[src/hw/rtl/mslpf_pkg.sv]
// ----------------------------------------------------------------------------
// mslpf_pkg: shared types and constants
// Sequencer states, register indexes, command codes and fixed arithmetic
// constants of the median and slew limited position filter.
// ----------------------------------------------------------------------------
package mslpf_pkg;

  // Register indexes of the configuration port
  localparam logic REG_RANGE = 1'b0;
  localparam logic REG_STEP  = 1'b1;

  // Command codes
  localparam logic CMD_SAMPLE = 1'b0;
  localparam logic CMD_CLEAR  = 1'b1;

  // Converter full scale, the divisor of the scaling step
  localparam logic [10:0] ADC_FULL = 11'd1023;

  localparam logic signed [17:0] POS_MAX = 18'sd32767;
  localparam logic signed [17:0] POS_MIN = -18'sd32767;

  localparam logic [15:0] RANGE_RESET = 16'd10000;
  localparam logic [14:0] STEP_RESET  = 15'd300;

  typedef enum logic [8:0] {
    S_IDLE  = 9'b000000001,
    S_DIV   = 9'b000000010,
    S_WRITE = 9'b000000100,
    S_CAND  = 9'b000001000,
    S_CANDL = 9'b000010000,
    S_CMP   = 9'b000100000,
    S_EVAL  = 9'b001000000,
    S_SLEW  = 9'b010000000,
    S_OUT   = 9'b100000000
  } state_e;

endpackage

[src/hw/rtl/mslpf_ram.sv]
// ----------------------------------------------------------------------------
// mslpf_ram: generic single-write, single-read RAM
// One write port and one read port; the read data is registered.
// ----------------------------------------------------------------------------
module mslpf_ram #(
  parameter int unsigned WIDTH = 16,
  parameter int unsigned DEPTH = 5
) (
  input  logic                                      clk_i,
  input  logic                                      we_i,
  input  logic [(DEPTH > 1 ? $clog2(DEPTH) : 1)-1:0] waddr_i,
  input  logic [WIDTH-1:0]                          wdata_i,
  input  logic [(DEPTH > 1 ? $clog2(DEPTH) : 1)-1:0] raddr_i,
  output logic [WIDTH-1:0]                          rdata_o
);

  logic [WIDTH-1:0] mem_q [DEPTH];

  always_ff @(posedge clk_i) begin
    if (we_i) begin
      mem_q[waddr_i] <= wdata_i;
    end
    rdata_o <= mem_q[raddr_i];
  end

endmodule

[src/hw/rtl/median_slew_limited_position_filter_unit.sv]
// ----------------------------------------------------------------------------
// median_slew_limited_position_filter_unit: position filter top level
// Scales a converter reading to a signed position in hundredths of a mm,
// keeps it in a circular window, takes the window median and limits the
// change between consecutive outputs.
// ----------------------------------------------------------------------------
//  channel  direction  handshake              payload
//  in       input      in_valid_i/in_ready_o  cmd_i, adc_sample_i
//  out      output     out_valid_o/out_ready_i position_centi_mm_o
//  cfg      input      cfg_valid_i/cfg_ready_o cfg_index_i, cfg_data_i
//
// A sample item runs through the division of the scaled product by 1023,
// done by folding steps, the window write, and a walk of one comparator over
// every pair of filled window entries through the single RAM read port; the
// median then passes the step limit and loads the output register. The
// block is ready again in the cycle after the output register is loaded,
// and stalls before loading it while a result still waits. A clear item is
// taken in the idle state and gives no result. A new item is accepted
// while a result still waits at the output. Reset clears the window state and
// loads the register defaults; no RAM clearing pass is needed.
// ----------------------------------------------------------------------------
module median_slew_limited_position_filter_unit
  import mslpf_pkg::*;
#(
  parameter int unsigned WINDOW = 5
) (
  input  logic               clk_i,
  input  logic               rst_ni,
  input  logic               in_valid_i,
  output logic               in_ready_o,
  input  logic               cmd_i,
  input  logic [9:0]         adc_sample_i,
  output logic               out_valid_o,
  input  logic               out_ready_i,
  output logic signed [15:0] position_centi_mm_o,
  input  logic               cfg_valid_i,
  output logic               cfg_ready_o,
  input  logic               cfg_index_i,
  input  logic [15:0]        cfg_data_i
);

  localparam int unsigned AW = (WINDOW > 1) ? $clog2(WINDOW) : 1;
  localparam int unsigned CW = $clog2(WINDOW + 1);
  localparam logic [AW-1:0] LAST_SLOT = AW'(WINDOW - 1);
  localparam logic [CW-1:0] WIN_CNT   = CW'(WINDOW);

  state_e state_q, state_d;

  logic [15:0] range_q;
  logic [14:0] step_q;

  logic [25:0] rem_q, rem_d;
  logic [15:0] quo_q, quo_d;

  logic [AW-1:0] slot_q, slot_d;
  logic [CW-1:0] count_q, count_d;
  logic          have_prev_q, have_prev_d;
  logic signed [15:0] prev_q, prev_d;

  logic [AW-1:0] i_q, i_d;
  logic [AW-1:0] j_q, j_d;
  logic [CW-1:0] lt_q, lt_d;
  logic [CW-1:0] le_q, le_d;
  logic signed [15:0] cand_q, cand_d;
  logic signed [15:0] lo_q, lo_d;
  logic signed [15:0] hi_q, hi_d;
  logic signed [15:0] res_q, res_d;

  logic               out_valid_q, out_valid_d;
  logic signed [15:0] out_data_q, out_data_d;

  // RAM ports
  logic          ram_we;
  logic [AW-1:0] ram_raddr;
  logic [15:0]   ram_rdata;
  logic [15:0]   pos_w;

  // Datapath helpers
  logic [25:0]        prod;
  logic signed [17:0] pos18;
  logic               cmp_less;
  logic               cmp_eq;
  logic [CW-1:0]      k_lo;
  logic [CW-1:0]      k_hi;
  logic [CW-1:0]      n_last;
  logic signed [16:0] mid_sum;
  logic signed [17:0] med18;
  logic signed [17:0] prev18;
  logic signed [17:0] step18;
  logic signed [17:0] delta18;
  logic signed [17:0] slew18;

  mslpf_ram #(
    .WIDTH (16),
    .DEPTH (WINDOW)
  ) u_window (
    .clk_i   (clk_i),
    .we_i    (ram_we),
    .waddr_i (slot_q),
    .wdata_i (pos_w),
    .raddr_i (ram_raddr),
    .rdata_o (ram_rdata)
  );

  assign in_ready_o          = (state_q == S_IDLE);
  assign cfg_ready_o         = 1'b1;
  assign out_valid_o         = out_valid_q;
  assign position_centi_mm_o = out_data_q;

  assign prod = 26'(adc_sample_i) * 26'(range_q);

  assign pos18 = $signed({2'b00, quo_q}) - $signed({3'b000, range_q[15:1]});
  always_comb begin
    if (pos18 > POS_MAX) begin
      pos_w = POS_MAX[15:0];
    end else if (pos18 < POS_MIN) begin
      pos_w = POS_MIN[15:0];
    end else begin
      pos_w = pos18[15:0];
    end
  end

  // Shared comparator of the median walk
  assign cmp_less = ($signed(ram_rdata) < cand_q);
  assign cmp_eq   = (ram_rdata == cand_q);

  assign n_last = count_q - CW'(1);
  assign k_lo   = n_last >> 1;
  assign k_hi   = count_q >> 1;

  assign mid_sum = 17'(lo_q) + 17'(hi_q);
  assign med18   = 18'(mid_sum >>> 1);
  assign prev18  = 18'(prev_q);
  assign step18  = $signed({3'b000, step_q});
  assign delta18 = med18 - prev18;

  always_comb begin
    if (!have_prev_q) begin
      slew18 = med18;
    end else if (delta18 > step18) begin
      slew18 = prev18 + step18;
    end else if (delta18 < -step18) begin
      slew18 = prev18 - step18;
    end else begin
      slew18 = med18;
    end
  end

  always_comb begin
    state_d     = state_q;
    rem_d       = rem_q;
    quo_d       = quo_q;
    slot_d      = slot_q;
    count_d     = count_q;
    have_prev_d = have_prev_q;
    prev_d      = prev_q;
    i_d         = i_q;
    j_d         = j_q;
    lt_d        = lt_q;
    le_d        = le_q;
    cand_d      = cand_q;
    lo_d        = lo_q;
    hi_d        = hi_q;
    res_d       = res_q;
    out_valid_d = out_valid_q;
    out_data_d  = out_data_q;
    ram_we      = 1'b0;
    ram_raddr   = i_q;

    if (out_valid_q && out_ready_i) begin
      out_valid_d = 1'b0;
    end

    unique case (state_q)
      S_IDLE: begin
        if (in_valid_i) begin
          if (cmd_i == CMD_CLEAR) begin
            slot_d      = '0;
            count_d     = '0;
            have_prev_d = 1'b0;
            prev_d      = '0;
          end else begin
            rem_d   = prod;
            quo_d   = '0;
            state_d = S_DIV;
          end
        end
      end
      S_DIV: begin
        // fold the bits above 2^10 back in: a*1024 + b = a*1023 + (a + b)
        if (rem_q[25:10] != '0) begin
          quo_d = quo_q + rem_q[25:10];
          rem_d = 26'(rem_q[25:10]) + 26'(rem_q[9:0]);
        end else begin
          if (rem_q[10:0] == ADC_FULL) begin
            quo_d = quo_q + 16'd1;
          end
          state_d = S_WRITE;
        end
      end
      S_WRITE: begin
        ram_we  = 1'b1;
        slot_d  = (slot_q == LAST_SLOT) ? '0 : slot_q + AW'(1);
        if (count_q != WIN_CNT) begin
          count_d = count_q + CW'(1);
        end
        i_d     = '0;
        state_d = S_CAND;
      end
      S_CAND: begin
        ram_raddr = i_q;
        state_d   = S_CANDL;
      end
      S_CANDL: begin
        cand_d    = ram_rdata;
        ram_raddr = '0;
        j_d       = '0;
        lt_d      = '0;
        le_d      = '0;
        state_d   = S_CMP;
      end
      S_CMP: begin
        // read data belongs to entry j; fetch the next one
        ram_raddr = (j_q == LAST_SLOT) ? '0 : j_q + AW'(1);
        j_d       = j_q + AW'(1);
        if (cmp_less) begin
          lt_d = lt_q + CW'(1);
        end
        if (cmp_less || cmp_eq) begin
          le_d = le_q + CW'(1);
        end
        if (CW'(j_q) == n_last) begin
          state_d = S_EVAL;
        end
      end
      S_EVAL: begin
        // candidate holds every rank from lt up to le-1
        if (lt_q <= k_lo && k_lo < le_q) begin
          lo_d = cand_q;
        end
        if (lt_q <= k_hi && k_hi < le_q) begin
          hi_d = cand_q;
        end
        if (CW'(i_q) == n_last) begin
          state_d = S_SLEW;
        end else begin
          i_d     = i_q + AW'(1);
          state_d = S_CAND;
        end
      end
      S_SLEW: begin
        res_d       = slew18[15:0];
        prev_d      = slew18[15:0];
        have_prev_d = 1'b1;
        state_d     = S_OUT;
      end
      S_OUT: begin
        // hold until the output register is free
        if (!out_valid_q || out_ready_i) begin
          out_valid_d = 1'b1;
          out_data_d  = res_q;
          state_d     = S_IDLE;
        end
      end
      default: begin
        state_d = S_IDLE;
      end
    endcase
  end

  always_ff @(posedge clk_i or negedge rst_ni) begin
    if (!rst_ni) begin
      state_q     <= S_IDLE;
      range_q     <= RANGE_RESET;
      step_q      <= STEP_RESET;
      slot_q      <= '0;
      count_q     <= '0;
      have_prev_q <= 1'b0;
      prev_q      <= '0;
      i_q         <= '0;
      j_q         <= '0;
      lt_q        <= '0;
      le_q        <= '0;
      out_valid_q <= 1'b0;
    end else begin
      state_q     <= state_d;
      slot_q      <= slot_d;
      count_q     <= count_d;
      have_prev_q <= have_prev_d;
      prev_q      <= prev_d;
      i_q         <= i_d;
      j_q         <= j_d;
      lt_q        <= lt_d;
      le_q        <= le_d;
      out_valid_q <= out_valid_d;
      if (cfg_valid_i) begin
        unique case (cfg_index_i)
          REG_RANGE: range_q <= cfg_data_i;
          REG_STEP:  step_q  <= cfg_data_i[14:0];
          default:   range_q <= range_q;
        endcase
      end
    end
  end

  always_ff @(posedge clk_i) begin
    rem_q      <= rem_d;
    quo_q      <= quo_d;
    cand_q     <= cand_d;
    lo_q       <= lo_d;
    hi_q       <= hi_d;
    res_q      <= res_d;
    out_data_q <= out_data_d;
  end

endmodule

[config.mk]
export PLATFORM = sky130hd
export DESIGN_NAME = median_slew_limited_position_filter_unit
export DESIGN_NICKNAME = d
export VERILOG_FILES = /design/src/hw/rtl/mslpf_pkg.sv /design/src/hw/rtl/mslpf_ram.sv /design/src/hw/rtl/median_slew_limited_position_filter_unit.sv
export SDC_FILE = /design/constraint.sdc
export NUM_CORES = 1
export LEC_CHECK = 0
export ABC_AREA = 1
export CORE_MARGIN = 8
export CORE_UTILIZATION = 35
export DETAILED_ROUTE_END_ITERATION = 12
export DONT_BUFFER_PORTS = 1
export SYNTH_ARGS = -nofsm -noshare
export SYNTH_HDL_FRONTEND = slang
export SYNTH_SLANG_ARGS = --single-unit
[constraint.sdc]
create_clock -name clk_i -period 13.5 [get_ports clk_i]
set_clock_uncertainty 0.15 [all_clocks]
set_input_delay 2.025 -clock clk_i [delete_from_list [all_inputs] [get_ports clk_i]]
set_output_delay 2.025 -clock clk_i [all_outputs]
set_load 0.02 [all_outputs]
# ---- Word level (Yosys, flattened, before mapping)
# Memory sizes are Yosys's and may differ from the RTL's. A register that Yosys moved wholly into a read port is not among the register bits.
# Cells that the tools add are included.
dict set report classes {
  add_sub_neg 16
  multipliers 1
  n_lt_le_gt_ge 9
  n_eq_ne 28
  n_mux 48
  bitwise_logic 1
  reduce_logical 26
}
# cell n
set op_table {}
lappend op_table {{two-way mux 16 bit} 11}
lappend op_table {{one-hot mux 9 bit (9 select lines)} 1}
lappend op_table {{two-way mux 26 bit} 3}
lappend op_table {{one-hot mux 16 bit (2 select lines)} 2}
lappend op_table {{one-hot mux 26 bit (2 select lines)} 1}
lappend op_table {{two-way mux 9 bit} 5}
lappend op_table {{one-hot mux 3 bit (2 select lines)} 7}
lappend op_table {{adder 16 bit} 2}
lappend op_table {{multiplier 10 x 16 -> 26 bit} 1}
lappend op_table {{two-way mux 3 bit} 8}
lappend op_table {{!= test 2 bit (second input constant)} 10}
lappend op_table {{adder 3 x 1 -> 3 bit (second input constant)} 6}
lappend op_table {{< comparator 17 x 18 -> 1 bit} 1}
lappend op_table {{negator 15 -> 18 bit} 1}
lappend op_table {{adder 16 x 10 -> 17 bit} 1}
lappend op_table {{adder 16 x 16 -> 17 bit} 1}
lappend op_table {{greater-than comparator 17 x 16 -> 1 bit} 1}
lappend op_table {{greater-than comparator 17 x 16 -> 1 bit (second input constant)} 1}
lappend op_table {{< comparator 17 x 16 -> 1 bit (second input constant)} 1}
lappend op_table {{subtractor 16 x 15 -> 17 bit} 1}
lappend op_table {{subtractor 16 x 16 -> 17 bit} 1}
lappend op_table {{adder 16 x 1 -> 16 bit (second input constant)} 1}
lappend op_table {{equality test 16 bit} 1}
lappend op_table {{< comparator 16 bit} 1}
lappend op_table {{31 further kinds} 60}
dict set report word_totals {
  ff_bits 198
  ram_bits 80
  inputBits 33
  elab_cells 149
  mem_count 1
}
# memory words word_bits rd rd_clocked_by_memory_dff wr line
set memory_table {}
lappend memory_table {u_window.mem_q 5 16 1 1 1 mslpf_ram.sv:17} ;# logic [WIDTH-1:0] mem_q [DEPTH];

# ---- Logic depth before layout (Yosys ltp)
dict set report logic_depth {
  ltp_word 7
  ltp_mapped 36
  mapped_depth_nobuf 35
}

# ---- Cells and area by module
# A second synthesis with hierarchy kept.
dict set report unflattened {
  hier_cells 2866
  hier_area_um2 23675.2
}
# module n_inst cells_per_inst area_per_inst_um2 seq_area_each_um2
set by_module_without_submodules {}
lappend by_module_without_submodules {median_slew_limited_position_filter_unit 1 2519 19870.3 5577.8}
lappend by_module_without_submodules {mslpf_ram 1 347 3804.9 2722.6}

# ---- Least setup slack after synthesis
# Ideal clock, no wire load.
dict set report synth_timing {
  path_kind {input port to flip-flop}
  startpoint {input adc_sample_i[8]}
  endpoint {register rem_q[23] (data pin)}
  arrival_time_ns 6.852
  setup_slack_ns 6.239
  stages 21
  path_cell_list {clkbuf_1 clkbuf_1 nand2_1 fa_1 inv_1 fa_1 fa_1 fa_1 fa_1 ha_1 a21oi_1 inv_1 nor2_1 o221ai_1 a21oi_1 inv_1 a21oi_1 o21ai_0 a31o_2 o21ai_0 a21oi_1}
}
dict set report synth_between {
  elab_chain_len 4
}
# item line
set synth_lines {}
lappend synth_lines {{start: declaration} median_slew_limited_position_filter_unit.sv:32} ;# input logic [9:0] adc_sample_i,
lappend synth_lines {{multiplier 10 x 16 -> 26 bit} median_slew_limited_position_filter_unit.sv:110} ;# assign prod = 26'(adc_sample_i) * 26'(range_q);
lappend synth_lines {{two-way mux 26 bit} median_slew_limited_position_filter_unit.sv:177} ;# if (cmd_i == CMD_CLEAR) begin
lappend synth_lines {{two-way mux 26 bit} median_slew_limited_position_filter_unit.sv:176} ;# if (in_valid_i) begin
lappend synth_lines {{one-hot mux 26 bit (2 select lines)} median_slew_limited_position_filter_unit.sv:174} ;# unique case (state_q)
lappend synth_lines {{end signal: assignment} median_slew_limited_position_filter_unit.sv:307} ;# rem_q <= rem_d;
lappend synth_lines {{end: declaration} median_slew_limited_position_filter_unit.sv:52} ;# logic [25:0] rem_q, rem_d;
# No other way between the ends. The select of a mux whose other input is x is not followed.
# A chain may end at the register's enable or synchronous reset.

# ---- Final worst setup path
dict set report layout_timing {
  startpoint {input adc_sample_i[9]}
  endpoint {register rem_q[23] (data pin)}
}
# Same word-level chain as after synthesis.

==> impl_results.md <==
* Total core area at 65600 um2
* Placement row count at 94
* First-pass GRT wire length at 91300 um
* RSZ-0062 raised after global routing: false
* Final Critical Period at about 6.6 ns
* Grt total ovfl at 0
* Largest net degree at the start of global routing at a little under 80
* Crit path launch type: input pin
* Max Slew Vio Count at 0
* EDFF count, synth at 202
* # clock sinks at ~290
* Syn Inst Count at 2727
* Arrival time of the worst setup path at just under 7 ns
* CP max stage delay at 0.55 ns
* Worst hold path depth at 0
* YS warnings at 0
* Fin crit share at 0.489
* Peak VDD IR at approximately 140 uV
* Detailed Route Iter0 Violations at 1136
* Overall routing resource usage at 0.150
* Pwr Density at 198 nW/um2
* CTS H-tree depth at 2
* DRC Markers at 0
* Vias in the first global route at 17113
* Routed via count at 17290
* Final Cell Area at 25000 um2
* Final setup violating endpoints at 0
* Commonest cells after routing, fill and taps aside: nand2_1 (586), inv_1 (455), ha_1 (221)
* Worst-margin pin slew at approximately 1.2 ns
* Dpl cell area at 24000 um2
* HP Start: res_q[0]
* Worst-path cell chain: nand2_1, fa_1, inv_1, fa_1, fa_1, fa_1, fa_1, ha_1, a21oi_1, inv_1, nor2_1, o221ai_1, a21oi_1, inv_1, a21oi_1, o21ai_0, a31o_2, o21ai_0, a21oi_1
* Clock Pin Slew Worst Setup and Hold Paths at 0.06 ns
* Setup_tns at 0 ns
* Syn_nets at 3098
* Reg2reg setup slack at about 7.5 ns
* Worst reg2reg endpoint: res_q[11]
* CP top delay family: adder cells
* Tot Pwr at 4.95 mW
* Nets at 3057
* Crit path top cell by count: fa_1
* Hold slack at 0.274 ns
* Multi-input logic area at 12800 um2
* WL final at around 56000 um
* HP Class: flip-flop to flip-flop
* Mean area per synthesized cell at between 8 and 9 um2
* Flip-flop and latch area at 8300 um2
* CP Buf/Inv Count at 3
* Share of cells above drive strength 1 at 0.0550
* Worst setup margin at 6.90 ns
* Max-cap violations at 0
* Slowest cell on the critical path: fa_1
* Synth cell types at 66
* Static Leak at 12.0 nW
* RR Startpoint: lo_q[1]
* Horiz. Die Dim at roughly 270 um
* Root buffer cell: clkbuf_16
* DR pass1 iterations at 5
* Postcts setup bufs at 0
* Fmax at 0.151 GHz
* Initial antenna violation count at 1
* Hold endpoint: position_centi_mm_o[0]
* Num CTS Buffers at 34
* Critical Path Fanout Max at 16
* Area grow syn2layout at 8.13%
* Die height at 273 um
* Worst setup EP type: flip-flop
* Outcome: finished, final reports clean
* Vias per cell at 4.83
* DR WL/cell at ~16 um
* DP HPWL at 43000 um
* Die area at 74600 um2
* Worst EP required at ~14 ns
* Initial core utilization at 0.353
* CTS tree: yes
* DP Worst Slack at ~6.3 ns
* Skew-Pair Late Insertion Delay at 0.55 ns
* Sequential fraction of the synthesis area at 0.358
* GPL Wtd Cong at 0.889
* Crit Path Class: input pin to flip-flop
* Fillers at between 6000 and 7000
* Boundary Pins at 52
* Port bufs at 0
* Most common cell after layout, fill and taps aside: nand2_1
* Hold_buf cts at 0
* Worst Reg2Reg Path Length in Cells at 27
* Max Root-Sink Buffers at 3
* #FFs+latches synth at 294
* Max_slew headroom at 0.187
* Top_reg_cell synth: edfxtp_1
* Synth async-reset ratio at 0.259
* Detail Route Antenna Nets at 0
* Mapped Area at 23200 um2
* CTS resizes at 0
* Final Hold Viols at 0
-- power by group --
group	leakage [nW]	internal [mW]	switching, mW
combinational	8.51	0.972	1.69
sequential	2.97	1.28	0.136
clock	0.518	0.492	0.378
-- cells in the mapped netlist, types with 4 or more instances --
cell type | n | area share
nand2_1 | 586 | 0.095
inv_1 | 455 | 0.074
ha_1 | 221 | 0.12
edfxtp_1 | 202 | 0.26
nor2_1 | 186 | 0.030
a21oi_1 | 163 | 0.035
o21ai_0 | 161 | 0.035
fa_1 | 117 | 0.10
nand3_1 | 117 | 0.025
clkbuf_1 | 76 | 0.012
dfrtp_1 | 66 | 0.071
xor2_1 | 65 | 0.025
a31oi_1 | 25 | 0.0068
xnor2_1 | 25 | 0.0095
nand4_1 | 23 | 0.0062
nor3_1 | 23 | 0.0050
dfxtp_1 | 16 | 0.014
o21a_1 | 14 | 0.0045
nand2_2 | 11 | 0.0030
dfstp_2 | 10 | 0.011
nand3_2 | 10 | 0.0043
nor4_1 | 10 | 0.0027
or2_2 | 10 | 0.0027
buf_2 | 9 | 0.0019
o21bai_1 | 9 | 0.0029
a21o_1 | 8 | 0.0026
inv_2 | 8 | 0.0013
a21boi_1 | 7 | 0.0023
and2_1 | 6 | 0.0016
nand3b_1 | 6 | 0.0019
nor2_2 | 6 | 0.0016
o211ai_1 | 6 | 0.0019
o221ai_1 | 5 | 0.0019
a21oi_2 | 4 | 0.0015
o21ai_2 | 4 | 0.0015
o22ai_1 | 4 | 0.0011
o31ai_1 | 4 | 0.0013
-- worst max path at each step --
stage	endpoint	slack [ns]	from	cells after the start
CTS	rem_q[23]	6.89	adc_sample_i[9]	19
detailed placement	rem_q[23]	6.31	adc_sample_i[9]	19
floorplan	rem_q[23]	6.24	adc_sample_i[8]	21
finish	rem_q[23]	6.90	adc_sample_i[9]	19
global route	rem_q[25]	6.52	adc_sample_i[9]	20
global placement	rem_q[23]	6.36	adc_sample_i[9]	19
-- worst register-to-register path: stages (launching register included) --
cell	delay [ns]
edfxtp_1	0.36
inv_1	0.06
fa_1	0.46
o21ai_0	0.37
nand2_1	0.12
nand2_1	0.08
a21oi_1	0.08
o21ai_0	0.27
xor2_1	0.31
inv_1	0.08
ha_1	0.34
nand2_1	0.11
inv_1	0.04
a21oi_1	0.22
nand2_2	0.11
xor2_1	0.37
ha_1	0.23
nand2_1	0.07
inv_1	0.05
nand3_1	0.08
nor3_1	0.29
nand4_1	0.15
nand3_1	0.11
nand3_2	0.43
nand2_2	0.28
nand2_4	0.15
nand2_1	0.14
a21boi_1	0.28
-- state kept, by name, indices dropped and copies added (netlist names), 9 cells and up --
| signal | cells |
|---|---|
| cand_q | 16 |
| hi_q | 16 |
| lo_q | 16 |
| position_centi_mm_o | 16 |
| prev_q | 16 |
| quo_q | 16 |
| range_q | 16 |
| rem_q | 26 |
| res_q | 16 |
| state_q | 9 |
| step_q | 15 |
| u_window.mem_q | 80 |
| u_window.rdata_o | 16 |
-- logic make-up (layout without fill, tap and decap cells) --
kind of cell / count (synthesis) / count (layout) / synth area share
adder cells (fa/ha/maj): 338 / 338 / 0.221
XOR/XNOR: 90 / 90 / 0.0340
buffers and inverters: 556 / 540 / 0.0926
AO/OA/AOI/OAI: 436 / 436 / 0.106
flip-flops: 294 / 294 / 0.358
other: 1 / 3 / 0.000162
AND/OR/NAND/NOR: 1012 / 1012 / 0.188
-- area by class of cell --
type,instances,share of cell area
Antenna cell,2,0.000200
Inverter,465,0.0698
Clock buffer,45,0.0373
Tap cell,864,0.0432
Clock inverter,16,0.00435
Sequential cell,294,0.332
Multi-Input combinational cell,1877,0.509
Timing Repair Buffer,14,0.00420
-- stage by stage --
stage               std cells   util
detailed placement       3514  0.365
CTS                      3575  0.381
floorplan                2727      -
global route             3575  0.381
finish                   3577  0.381
global placement         3514  0.365
-- layer usage --
layer / routed length (um) / up-vias / GRT usage
met5: 0 / - / 0
met1: 26100 / 8079 / 0.202
li1: - / 8804 / -
met3: 2450 / 76 / 0.0204
met2: 25600 / 331 / 0.250
met4: 1390 / 0 / 0.0418
(Power assumes the default switching activity.)
